===== config.mk =====
export PLATFORM = sky130hd
export DESIGN_NAME = smau_cell
export DESIGN_NICKNAME = d
export VERILOG_FILES = /design/src/sv/smau_pkg.sv /design/src/sv/smau_cell.sv
export SDC_FILE = /design/constraint.sdc
export NUM_CORES = 1
export LEC_CHECK = 0
export ABC_AREA = 1
export BUFFER_PORTS_ARGS = -buffer_cell sky130_fd_sc_hd__buf_2
export CORE_MARGIN = 3
export CORE_UTILIZATION = 44
export CTS_CLUSTER_SIZE = 25
export DETAILED_ROUTE_END_ITERATION = 16
export PLACE_DENSITY = 0.86
export SYNTH_ARGS = -nofsm -noshare
export SYNTH_HDL_FRONTEND = slang
export SYNTH_SLANG_ARGS = --single-unit

===== constraint.sdc =====
create_clock -name clk -period 4.6 [get_ports clk]
set_input_delay 0.69 -clock clk [delete_from_list [all_inputs] [get_ports clk]]
set_output_delay 0.69 -clock clk [all_outputs]
set_load 0.005 [all_outputs]

===== src/sv/smau_pkg.sv =====
// shared constants, codes and types of the stack machine arithmetic unit
package smau_pkg;

  localparam int unsigned WORD_W          = 32;
  localparam int unsigned OPCODE_W        = 3;
  localparam int unsigned STATUS_W        = 3;
  localparam int unsigned COUNT_W         = 7;
  localparam int unsigned STACK_DEPTH_DEF = 64;

  // instruction codes
  localparam logic [OPCODE_W-1:0] OP_PUSH = 3'd0;
  localparam logic [OPCODE_W-1:0] OP_SUB  = 3'd1;
  localparam logic [OPCODE_W-1:0] OP_DIV  = 3'd2;
  localparam logic [OPCODE_W-1:0] OP_MUL  = 3'd3;
  localparam logic [OPCODE_W-1:0] OP_MOD  = 3'd4;
  localparam logic [OPCODE_W-1:0] OP_SWAP = 3'd5;

  // result status codes
  localparam logic [STATUS_W-1:0] ST_OK      = 3'd0;
  localparam logic [STATUS_W-1:0] ST_FEW     = 3'd1;
  localparam logic [STATUS_W-1:0] ST_DIVZERO = 3'd2;
  localparam logic [STATUS_W-1:0] ST_FULL    = 3'd3;
  localparam logic [STATUS_W-1:0] ST_HALTED  = 3'd4;

  // what a stack cell loads on the next edge
  typedef enum logic [1:0] {
    CM_HOLD,
    CM_TAKE_UP,
    CM_TAKE_DN
  } cell_mode_t;

  // divider result handed back to the controller
  typedef struct packed {
    logic              done;
    logic [WORD_W-1:0] quotient;
    logic [WORD_W-1:0] remainder;
  } div_rsp_t;

endpackage


===== src/sv/smau_cell.sv =====
// one stack cell: holds one entry and takes a neighbor's entry on a shift
module smau_cell (
  input  logic                          clk,
  input  smau_pkg::cell_mode_t          mode,
  input  logic [smau_pkg::WORD_W-1:0]   up_in,
  input  logic [smau_pkg::WORD_W-1:0]   dn_in,
  output logic [smau_pkg::WORD_W-1:0]   value
);

  logic [smau_pkg::WORD_W-1:0] value_r;
  logic [smau_pkg::WORD_W-1:0] value_nxt;

  always_comb begin
    case (mode)
      smau_pkg::CM_TAKE_UP: value_nxt = up_in;
      smau_pkg::CM_TAKE_DN: value_nxt = dn_in;
      default:              value_nxt = value_r;
    endcase
  end

  always_ff @(posedge clk) begin
    value_r <= value_nxt;
  end

  assign value = value_r;

endmodule


==> flow_summary.ini <==
[routing]
routed_wl_um = 3176
vias_per_cell = 4.399
via_count = 1245
wl_per_cell_um = 11.22
drtAntennaViolNets = 0
drt_iter0_drc = 37
drtPass1Iterations = 4
drc_errors = 0

[setup_path]
startpoint_type = input port
crit_arrival_ns = 1.90
slowest_stage = inv_1
crit_type = input port to flip-flop
crit_top_cell = inv_1
critPathMaxFanout = 32
crit_path_end_kind = flip-flop
critPathRequiredTime_ns = 4.54
critPathMaxStageDelay_ns = 0.82
cp_cell_sequence = buf_2, inv_1, ha_1, inv_1

[power]
p_leak_nw = 1.048
seq_power_share_pct = 54.4
power_w = 0.0007005
switching_share_pct = 22.46
power_frac_clock_pct = 28.6
internal_power_w = 0.0005432
ir_drop_mv = 0.1704
power_frac_comb_pct = 17.0
power.switching_w = 0.0001573
p_per_area_nw_per_um2 = 349.1

[yosys]
synth_cell_type_count = 9
seq_area_frac_synth_pct = 65.25
ys_warn_count = 0
ys_ff_latch = 32
synth_area_per_cell_um2 = 10.59
synth_area_um2 = 1473
syn_inst = 139
syn_nets = 207

[outcome]
status = complete, no violations

[timing]
relSlewSlack_pct = 24.42
clock.fmax_mhz = 508.7
maxSlewViolCount = 0
setup_viol = 0
final_hold_viol_count = 0
tns_ns = 0
finalCritPeriodShare_pct = 42.74
min_period_ns = 1.966
rsz0062_at_grt = false
worst_pin_slew_ns = 1.132

[clock_network]
cts.htree.levels = 2
cts_tree = built
cts_resized = 0
cts_max_path_buffers = 2
cts_root_buf = clkbuf_4
cts-buffers-inserted = 5
postCtsSetupRepairBufs = 0
path_clk_slew_ns = 0.09
cts_hold_buf = 0
cts_sinks = 32

[floorplan]
fp.dieW_um = 63.85
die_h_um = 63.85
coreArea_um2 = 3128
die_area_um2 = 4077
fp-row-count = 20
initial_core_util_pct = 47.08
ioPinCount = 99

[final_layout]
area_growth_pct = 36.28
drive_gt1_share_pct = 48.95
nets = 306
seq_area_um2 = 960.9
multi_input_area_um2 = 397.9
n_fill_cell = 279
n_antenna_cell = 0
largest_reg_flops = 32

[worst_hold_path]
hold_start = up_in[24]
holdPathEnd = value[24]$_DFFE_PP_
hold_depth = 3
hp-class = input port to flip-flop

[grt]
antenna_found_initial = 0
grt_overflow_total = 0
grt_pass1_vias = 1190
grt.total_usage_pct = 15.57
grt_max_degree = 33
grt_pass1_wl_um = 4836

[flow_run]
drv_cap = 0

[place]
dp_hpwl_um = 2435
place_congestion = 0.7133
io_buffers = 98
==> critical path, delay by kind of cell <==
family	cells	cell delay [ns]
buffers and inverters	3	0.92
adder cells (fa/ha/maj)	1	0.28
==> cells in the final DEF (no fill, tap or decap) <==
master / Yosys / routed
buf_2: 0 / 98
buf_4: 0 / 1
bufinv_16: 0 / 1
clkbuf_1: 0 / 1
clkbuf_4: 0 / 5
clkinv_2: 0 / 1
edfxtp_1: 32 / 32
ha_1: 1 / 1
inv_1: 2 / 2
inv_8: 1 / 1
nand2_1: 86 / 86
nand2_2: 10 / 10
==> cells by family after synthesis <==
| family | share of synthesized area, % |
|---|---|
| AND/OR/NAND/NOR | 26.17 |
| flip-flops | 65.25 |
| buffers and inverters | 7.732 |
| adder cells (fa/ha/maj) | 0.8495 |
==> synth_stat cells <==
| cell | n | area share, % |
|---|---|---|
| clkbuf_8 | 3 | 2.8 |
| edfxtp_1 | 32 | 65 |
| inv_8 | 1 | 0.76 |
| ha_1 | 1 | 0.85 |
| inv_1 | 2 | 0.51 |
| buf_6 | 3 | 2.3 |
| nand2_2 | 10 | 4.2 |
| nand2_1 | 86 | 22 |
| buf_12 | 1 | 1.4 |
==> power groups by stage <==
stage | Clock (W) | Sequential [W] | Combinational, W
final | 0.000201 | 0.000381 | 0.000119
after global routing | 0.000218 | 0.000386 | 0.000134
after CTS | 0.000207 | 0.000382 | 0.000122
after detailed placement | 0 | 0.000388 | 0.000121
after global placement | 0 | 0.000386 | 0.000119
after floorplan | 0 | 0.000395 | 0.0000440
==> metrics by stage <==
stage / utilization [%] / worst slack (ns) / area [um^2] / hold WS [ns] / std cells
after CTS: 64.16 / 2.604 / 2007 / 0.6182 / 283
after global placement: 61.72 / 2.301 / 1931 / 0.9539 / 275
after global routing: 64.16 / 2.519 / 2007 / 0.6199 / 283
after detailed placement: 61.72 / 2.248 / 1931 / 0.9577 / 275
final: 64.16 / 2.634 / 2007 / 0.6374 / 283
after floorplan: - / 2.585 / 1473 / 0.8628 / 139
==> routing by layer <==
layer  track usage, %  wire length [um]  vias to the layer above
li1                 -                 -                      641
met4            9.704                80                        0
met2            28.39              1631                       59
met1            15.70              1195                      537
met5                0                 0                        -
met3            3.691               268                        8
==> area by class of cell <==
class                           count  share of cell area (%)
Tap cell                           44                   2.743
Clock buffer                        6                   2.057
Sequential cell                    32                   47.88
Clock inverter                      2                   1.746
Multi-Input combinational cell     97                   19.83
Timing Repair Buffer               99                   24.81
Inverter                            3                  0.9352
==> how the worst max path moves through the flow <==
stage,from,to,slack (ns),cells after the start
global route,mode[0],value[25]$_DFFE_PP_,2.52,4
CTS,mode[0],value[15]$_DFFE_PP_,2.60,4
floorplan,mode[0],value[0]$_DFFE_PP_,2.59,3
finish,mode[0],value[19]$_DFFE_PP_,2.63,4
detailed placement,mode[0],value[16]$_DFFE_PP_,2.25,4
global placement,mode[0],value[16]$_DFFE_PP_,2.30,4
(Power assumes the default switching activity.)
