`src/sv/smau_pkg.sv`:
```
// shared constants, codes and types of the stack machine arithmetic unit
package smau_pkg;

  localparam int unsigned WORD_W          = 32;
  localparam int unsigned OPCODE_W        = 3;
  localparam int unsigned STATUS_W        = 3;
  localparam int unsigned COUNT_W         = 7;
  localparam int unsigned STACK_DEPTH_DEF = 64;

  // instruction codes
  localparam logic [OPCODE_W-1:0] OP_PUSH = 3'd0;
  localparam logic [OPCODE_W-1:0] OP_SUB  = 3'd1;
  localparam logic [OPCODE_W-1:0] OP_DIV  = 3'd2;
  localparam logic [OPCODE_W-1:0] OP_MUL  = 3'd3;
  localparam logic [OPCODE_W-1:0] OP_MOD  = 3'd4;
  localparam logic [OPCODE_W-1:0] OP_SWAP = 3'd5;

  // result status codes
  localparam logic [STATUS_W-1:0] ST_OK      = 3'd0;
  localparam logic [STATUS_W-1:0] ST_FEW     = 3'd1;
  localparam logic [STATUS_W-1:0] ST_DIVZERO = 3'd2;
  localparam logic [STATUS_W-1:0] ST_FULL    = 3'd3;
  localparam logic [STATUS_W-1:0] ST_HALTED  = 3'd4;

  // what a stack cell loads on the next edge
  typedef enum logic [1:0] {
    CM_HOLD,
    CM_TAKE_UP,
    CM_TAKE_DN
  } cell_mode_t;

  // divider result handed back to the controller
  typedef struct packed {
    logic              done;
    logic [WORD_W-1:0] quotient;
    logic [WORD_W-1:0] remainder;
  } div_rsp_t;

endpackage

```
`src/sv/smau_div.sv`:
```
// iterative signed divider, one quotient bit per cycle, truncating toward zero
module smau_div (
  input  logic                          clk,
  input  logic                          rst_n,
  input  logic                          start,
  input  logic [smau_pkg::WORD_W-1:0]   dividend,
  input  logic [smau_pkg::WORD_W-1:0]   divisor,
  output smau_pkg::div_rsp_t            rsp
);

  localparam int unsigned W  = smau_pkg::WORD_W;
  localparam int unsigned IW = $clog2(W);

  logic          busy_r, busy_nxt;
  logic          done_r, done_nxt;
  logic [IW-1:0] iter_r, iter_nxt;
  logic [W-1:0]  quo_r, quo_nxt;
  logic [W-1:0]  rem_r, rem_nxt;
  logic [W-1:0]  dvs_r, dvs_nxt;
  logic          qneg_r, qneg_nxt;
  logic          rneg_r, rneg_nxt;

  logic [W:0]    rem_sh;
  logic [W:0]    diff;

  assign rem_sh = {rem_r, quo_r[W-1]};
  assign diff   = rem_sh - {1'b0, dvs_r};

  always_comb begin
    busy_nxt = busy_r;
    done_nxt = 1'b0;
    iter_nxt = iter_r;
    quo_nxt  = quo_r;
    rem_nxt  = rem_r;
    dvs_nxt  = dvs_r;
    qneg_nxt = qneg_r;
    rneg_nxt = rneg_r;
    if (start) begin
      busy_nxt = 1'b1;
      iter_nxt = '0;
      rem_nxt  = '0;
      // magnitudes; the most negative value maps onto itself as unsigned
      quo_nxt  = dividend[W-1] ? (~dividend + W'(1)) : dividend;
      dvs_nxt  = divisor[W-1] ? (~divisor + W'(1)) : divisor;
      qneg_nxt = dividend[W-1] ^ divisor[W-1];
      rneg_nxt = dividend[W-1];
    end else if (busy_r) begin
      if (!diff[W]) begin
        rem_nxt = diff[W-1:0];
        quo_nxt = {quo_r[W-2:0], 1'b1};
      end else begin
        rem_nxt = rem_sh[W-1:0];
        quo_nxt = {quo_r[W-2:0], 1'b0};
      end
      iter_nxt = iter_r + IW'(1);
      if (iter_r == IW'(W-1)) begin
        busy_nxt = 1'b0;
        done_nxt = 1'b1;
      end
    end
  end

  always_ff @(posedge clk) begin
    iter_r <= iter_nxt;
    quo_r  <= quo_nxt;
    rem_r  <= rem_nxt;
    dvs_r  <= dvs_nxt;
    qneg_r <= qneg_nxt;
    rneg_r <= rneg_nxt;
    if (!rst_n) begin
      busy_r <= 1'b0;
      done_r <= 1'b0;
    end else begin
      busy_r <= busy_nxt;
      done_r <= done_nxt;
    end
  end

  assign rsp.done      = done_r;
  assign rsp.quotient  = qneg_r ? (~quo_r + W'(1)) : quo_r;
  assign rsp.remainder = rneg_r ? (~rem_r + W'(1)) : rem_r;

endmodule

```
`config.mk`:
```
export PLATFORM = sky130hd
export DESIGN_NAME = smau_div
export DESIGN_NICKNAME = d
export VERILOG_FILES = /design/src/sv/smau_pkg.sv /design/src/sv/smau_div.sv
export SDC_FILE = /design/constraint.sdc
export NUM_CORES = 1
export LEC_CHECK = 0
export ABC_AREA = 1
export BUFFER_PORTS_ARGS = -buffer_cell sky130_fd_sc_hd__clkbuf_2
export CORE_MARGIN = 5
export CORE_UTILIZATION = 30
export DETAILED_ROUTE_END_ITERATION = 10
export GPL_TIMING_DRIVEN = 0
export HOLD_SLACK_MARGIN = 0.12
export PLACE_DENSITY = 0.51
export SKIP_CTS_REPAIR_TIMING = 1
export SYNTH_ARGS = -nofsm -noshare
export SYNTH_HDL_FRONTEND = slang
export SYNTH_SLANG_ARGS = --single-unit
```
`constraint.sdc`:
```
create_clock -name clk -period 3.4 [get_ports clk]
set_input_delay 0.68 -clock clk [delete_from_list [all_inputs] [get_ports clk]]
set_output_delay 0.68 -clock clk [all_outputs]
set_load 0.01 [all_outputs]
```
==> flow_summary.yaml <==
run_status:
  outcome: "completed"
critical_path:
  reg2reg_to: "quo_r[0]"
  cp_cell_sequence: "inv_2 > ha_1 > nand3_1 > nor2_1 > nand2_1 > nor2_2 > a21oi_1 > a21oi_2 > buf_4 > xor2_1 > clkbuf_2"
  worstRegToRegCells: 16
  required_ns: 2.72
  critPathKind: "flip-flop to primary output"
  crit_path_top_delay_cell: "dfxtp_1"
  endpoint_kind: "primary output"
  crit_path_start_kind: "flip-flop"
  r2r_slack_ns: 0.65
  crit_path_max_incr_delay_ns: 0.35
  path_buf_inv: 3
  cpLargestDelayFamily: "simple AND/OR/NAND/NOR gates"
  crit_arrival_ns: 2.50
  reg2reg_from: "quo_r[31]"
  crit_fanout: 4
worst_hold_path:
  worstHoldStart: "rem_r[6]"
  hold_depth: 2
  hp-class: "flip-flop to flip-flop"
  worstHoldEndpoint: "rem_r[6]"
synth:
  synth_xor_area_share_pct: 10.4
  synth_top_family_by_area: "simple AND/OR/NAND/NOR gates"
  synth_edf_count: 66
  synth.largest_area_cell: "edfxtp_1"
  synthArstFlopShare_pct: 0
  synthMuxAreaShare_pct: 0
  synth.distinct_cells: 39
  synth_ff_type: "edfxtp_1"
  synth_most_common_cell: "nand2_1"
  synth_compound_area_share_pct: 6.80
  synth-seq-area-share_pct: 28.1
  synth_cells: 1571
  synth-seq-cells: 105
  yosysWarnings: 0
  synth_fp_nets: 1677
  synth.area.top_cells: "edfxtp_1 (20%), nand2_1 (20%), inv_1 (11%)"
  synth_area_mm2: 0.00982
  synthSimpleGateAreaFrac_pct: 37.1
  synth_fa_ha_area_share_pct: 5.05
  syn_avg_cell_area_um2: 6.25
  synth_commonest_cells: "nand2_1 (520), inv_1 (280), nor2_1 (137), nand3_1 (114), xor2_1 (86)"
  synth_top_area_share_pct: 20.2
routing:
  antenna_left: 0
  drc: 0
  drt-total-wl_um: 32200
  avgRoutedWirePerCell_um: 14.9
  viasPerCell: 4.63
  first_pass_iters: 5
  drt-initial-drc-count: 791
  via_count: 10000
power_and_ir_drop:
  p_leak_nw: 6.04
  power_density_mw_per_mm2: 324
  vdd_drop_max_mv: 0.214
  p_total_mw: 3.71
placed_design:
  place_congestion: 0.948
  port-buffer-count: 131
  pre_cts_ws_ns: -0.0501
  dp_hpwl_um: 26600
final_layout:
  drive_gt1_share_pct: 11.1
  num_antenna_cells: 0
  area_delta_synth_final_pct: 16.6
  multi_input_area_mm2: 0.00589
  fillers: 3624
  finalNetCount: 1824
  regArea_mm2: 0.00276
floorplanning:
  core_mm2: 0.0325
  row_count: 66
  die_height_um: 191
  fp.dieW_um: 191
  dieArea_mm2: 0.0365
  start_util_pct: 30.3
  io_pins: 132
cts:
  ctsLongestPathBuffers: 2
  root_buffer: "clkbuf_16"
  clkLatencyLatePin_ns: 0.36
  path_clk_slew_ns: 0.08
  htreeDepth: 3
  cts_tree: "yes"
  clock_sinks: 105
  cts_buffers: 9
global_route:
  grt_max_degree: 39
  grtUsageTotal_pct: 17.6
  grt_pass1_vias: 9479
  overflow: 0
  grt_first_pass_wirelength_um: 50500
  antenna_found_initial: 0
run:
  cap_violations: 0
timing:
  relSlewSlack_pct: 30.5
  period_needed_ns: 3.18
  worst_pin_slew_ns: 1.04
  slew_violations: 0
  skew_ns: 0.0132
  setup_viol: 0
  hold_viol: 0
  period_share_pct: 93.6
  worst_slack_ns: 0.216
  fmax_mhz: 314
==> flip-flops by register name, summed over array words and instances (netlist names) <==
register and count:
done_r 1, quo_r 32, qneg_r 1, iter_r 5
dvs_r 32, rneg_r 1, busy_r 1, rem_r 32
==> final cells by class <==
cell class                 count  area share, %
multi-input combinational   1150           51.4
sequential                   105           24.1
inverter                     281           9.21
timing repair buffer         136           6.06
tap                          442           4.83
clock buffer                   9           1.97
buffer                        35           1.48
clock inverter                 7          0.885
==> where the power goes <==
group	total, mW	internal (mW)	switching (mW)
Clock	1.20	0.656	0.545
Sequential	1.53	1.47	0.0628
Combinational	0.980	0.336	0.644
==> placed cells by master (no fill, tap or decap), types with 2 or more instances in the layout <==
| cell | netlist | final |
|---|---|---|
| dfxtp_1 | 39 | 39 |
| a21oi_1 | 30 | 29 |
| ha_1 | 38 | 38 |
| nand2_2 | 3 | 5 |
| clkbuf_16 | 0 | 9 |
| o211ai_1 | 2 | 2 |
| a31oi_1 | 10 | 10 |
| nor3_1 | 30 | 27 |
| xnor2_1 | 31 | 31 |
| inv_2 | 1 | 4 |
| or2_2 | 8 | 8 |
| clkbuf_2 | 0 | 131 |
| nor3_2 | 1 | 3 |
| nand4_1 | 28 | 28 |
| xor2_1 | 86 | 86 |
| nand3_1 | 114 | 113 |
| clkbuf_1 | 27 | 27 |
| inv_1 | 280 | 277 |
| and3_1 | 4 | 4 |
| and2_1 | 7 | 7 |
| edfxtp_1 | 66 | 66 |
| o21ai_0 | 66 | 65 |
| o21bai_1 | 4 | 4 |
| o21ai_1 | 2 | 3 |
| nand3b_1 | 5 | 5 |
| nor2_4 | 0 | 2 |
| nor2_1 | 137 | 133 |
| nor2_2 | 2 | 4 |
| nand3_2 | 1 | 2 |
| o31ai_1 | 5 | 5 |
| nor4_1 | 8 | 8 |
| nand2_1 | 520 | 518 |
| buf_4 | 6 | 11 |
| buf_6 | 2 | 2 |
| bufinv_16 | 0 | 2 |
==> cell families after synthesis <==
group           Yosys count
compound gates          123
flops                   105
xor+xnor                117
fa+ha+maj                39
simple gates            871
buf+inv                 316
==> per-layer routing <==
metal  vias to the layer above  wire [um]  GRT usage (%)
met3                        31       1520           2.39
met2                       239      14300           28.0
met5                         -          0              0
met4                         0        712           4.86
li1                       5210          -              -
met1                      4539      15700           25.0
==> how the worst max path moves through the flow <==
stage | cells after the start | end | start
6_report | 11 | rsp[22] | rem_r[0]
5_1_grt | 14 | rsp[54] | quo_r[0]
4_1_cts | 8 | rsp[15] | rem_r[0]
3_5_place_dp | 3 | quo_r[14] | start
3_3_place_gp | 3 | quo_r[13] | start
2_1_floorplan | 11 | rsp[50] | quo_r[0]
==> worst min-delay path, cell delays in order (launching register included) <==
cell     delay, ns
dfxtp_1       0.34
nand2_1       0.07
nand2_1       0.05
==> metrics by stage <==
step	util, %	TNS [ns]	std cells	hold WS, ns	cell area [um^2]
6_report	35.3	0	2165	0.494	11400
5_1_grt	35.3	-0.0148	2165	0.515	11400
4_1_cts	35.0	-0.877	2160	0.489	11400
3_5_place_dp	34.0	-1.48	2144	0.475	11000
3_3_place_gp	34.0	0	2144	0.476	11000
2_1_floorplan	-	0	1571	0.449	9820
(Power assumes the default switching activity.)
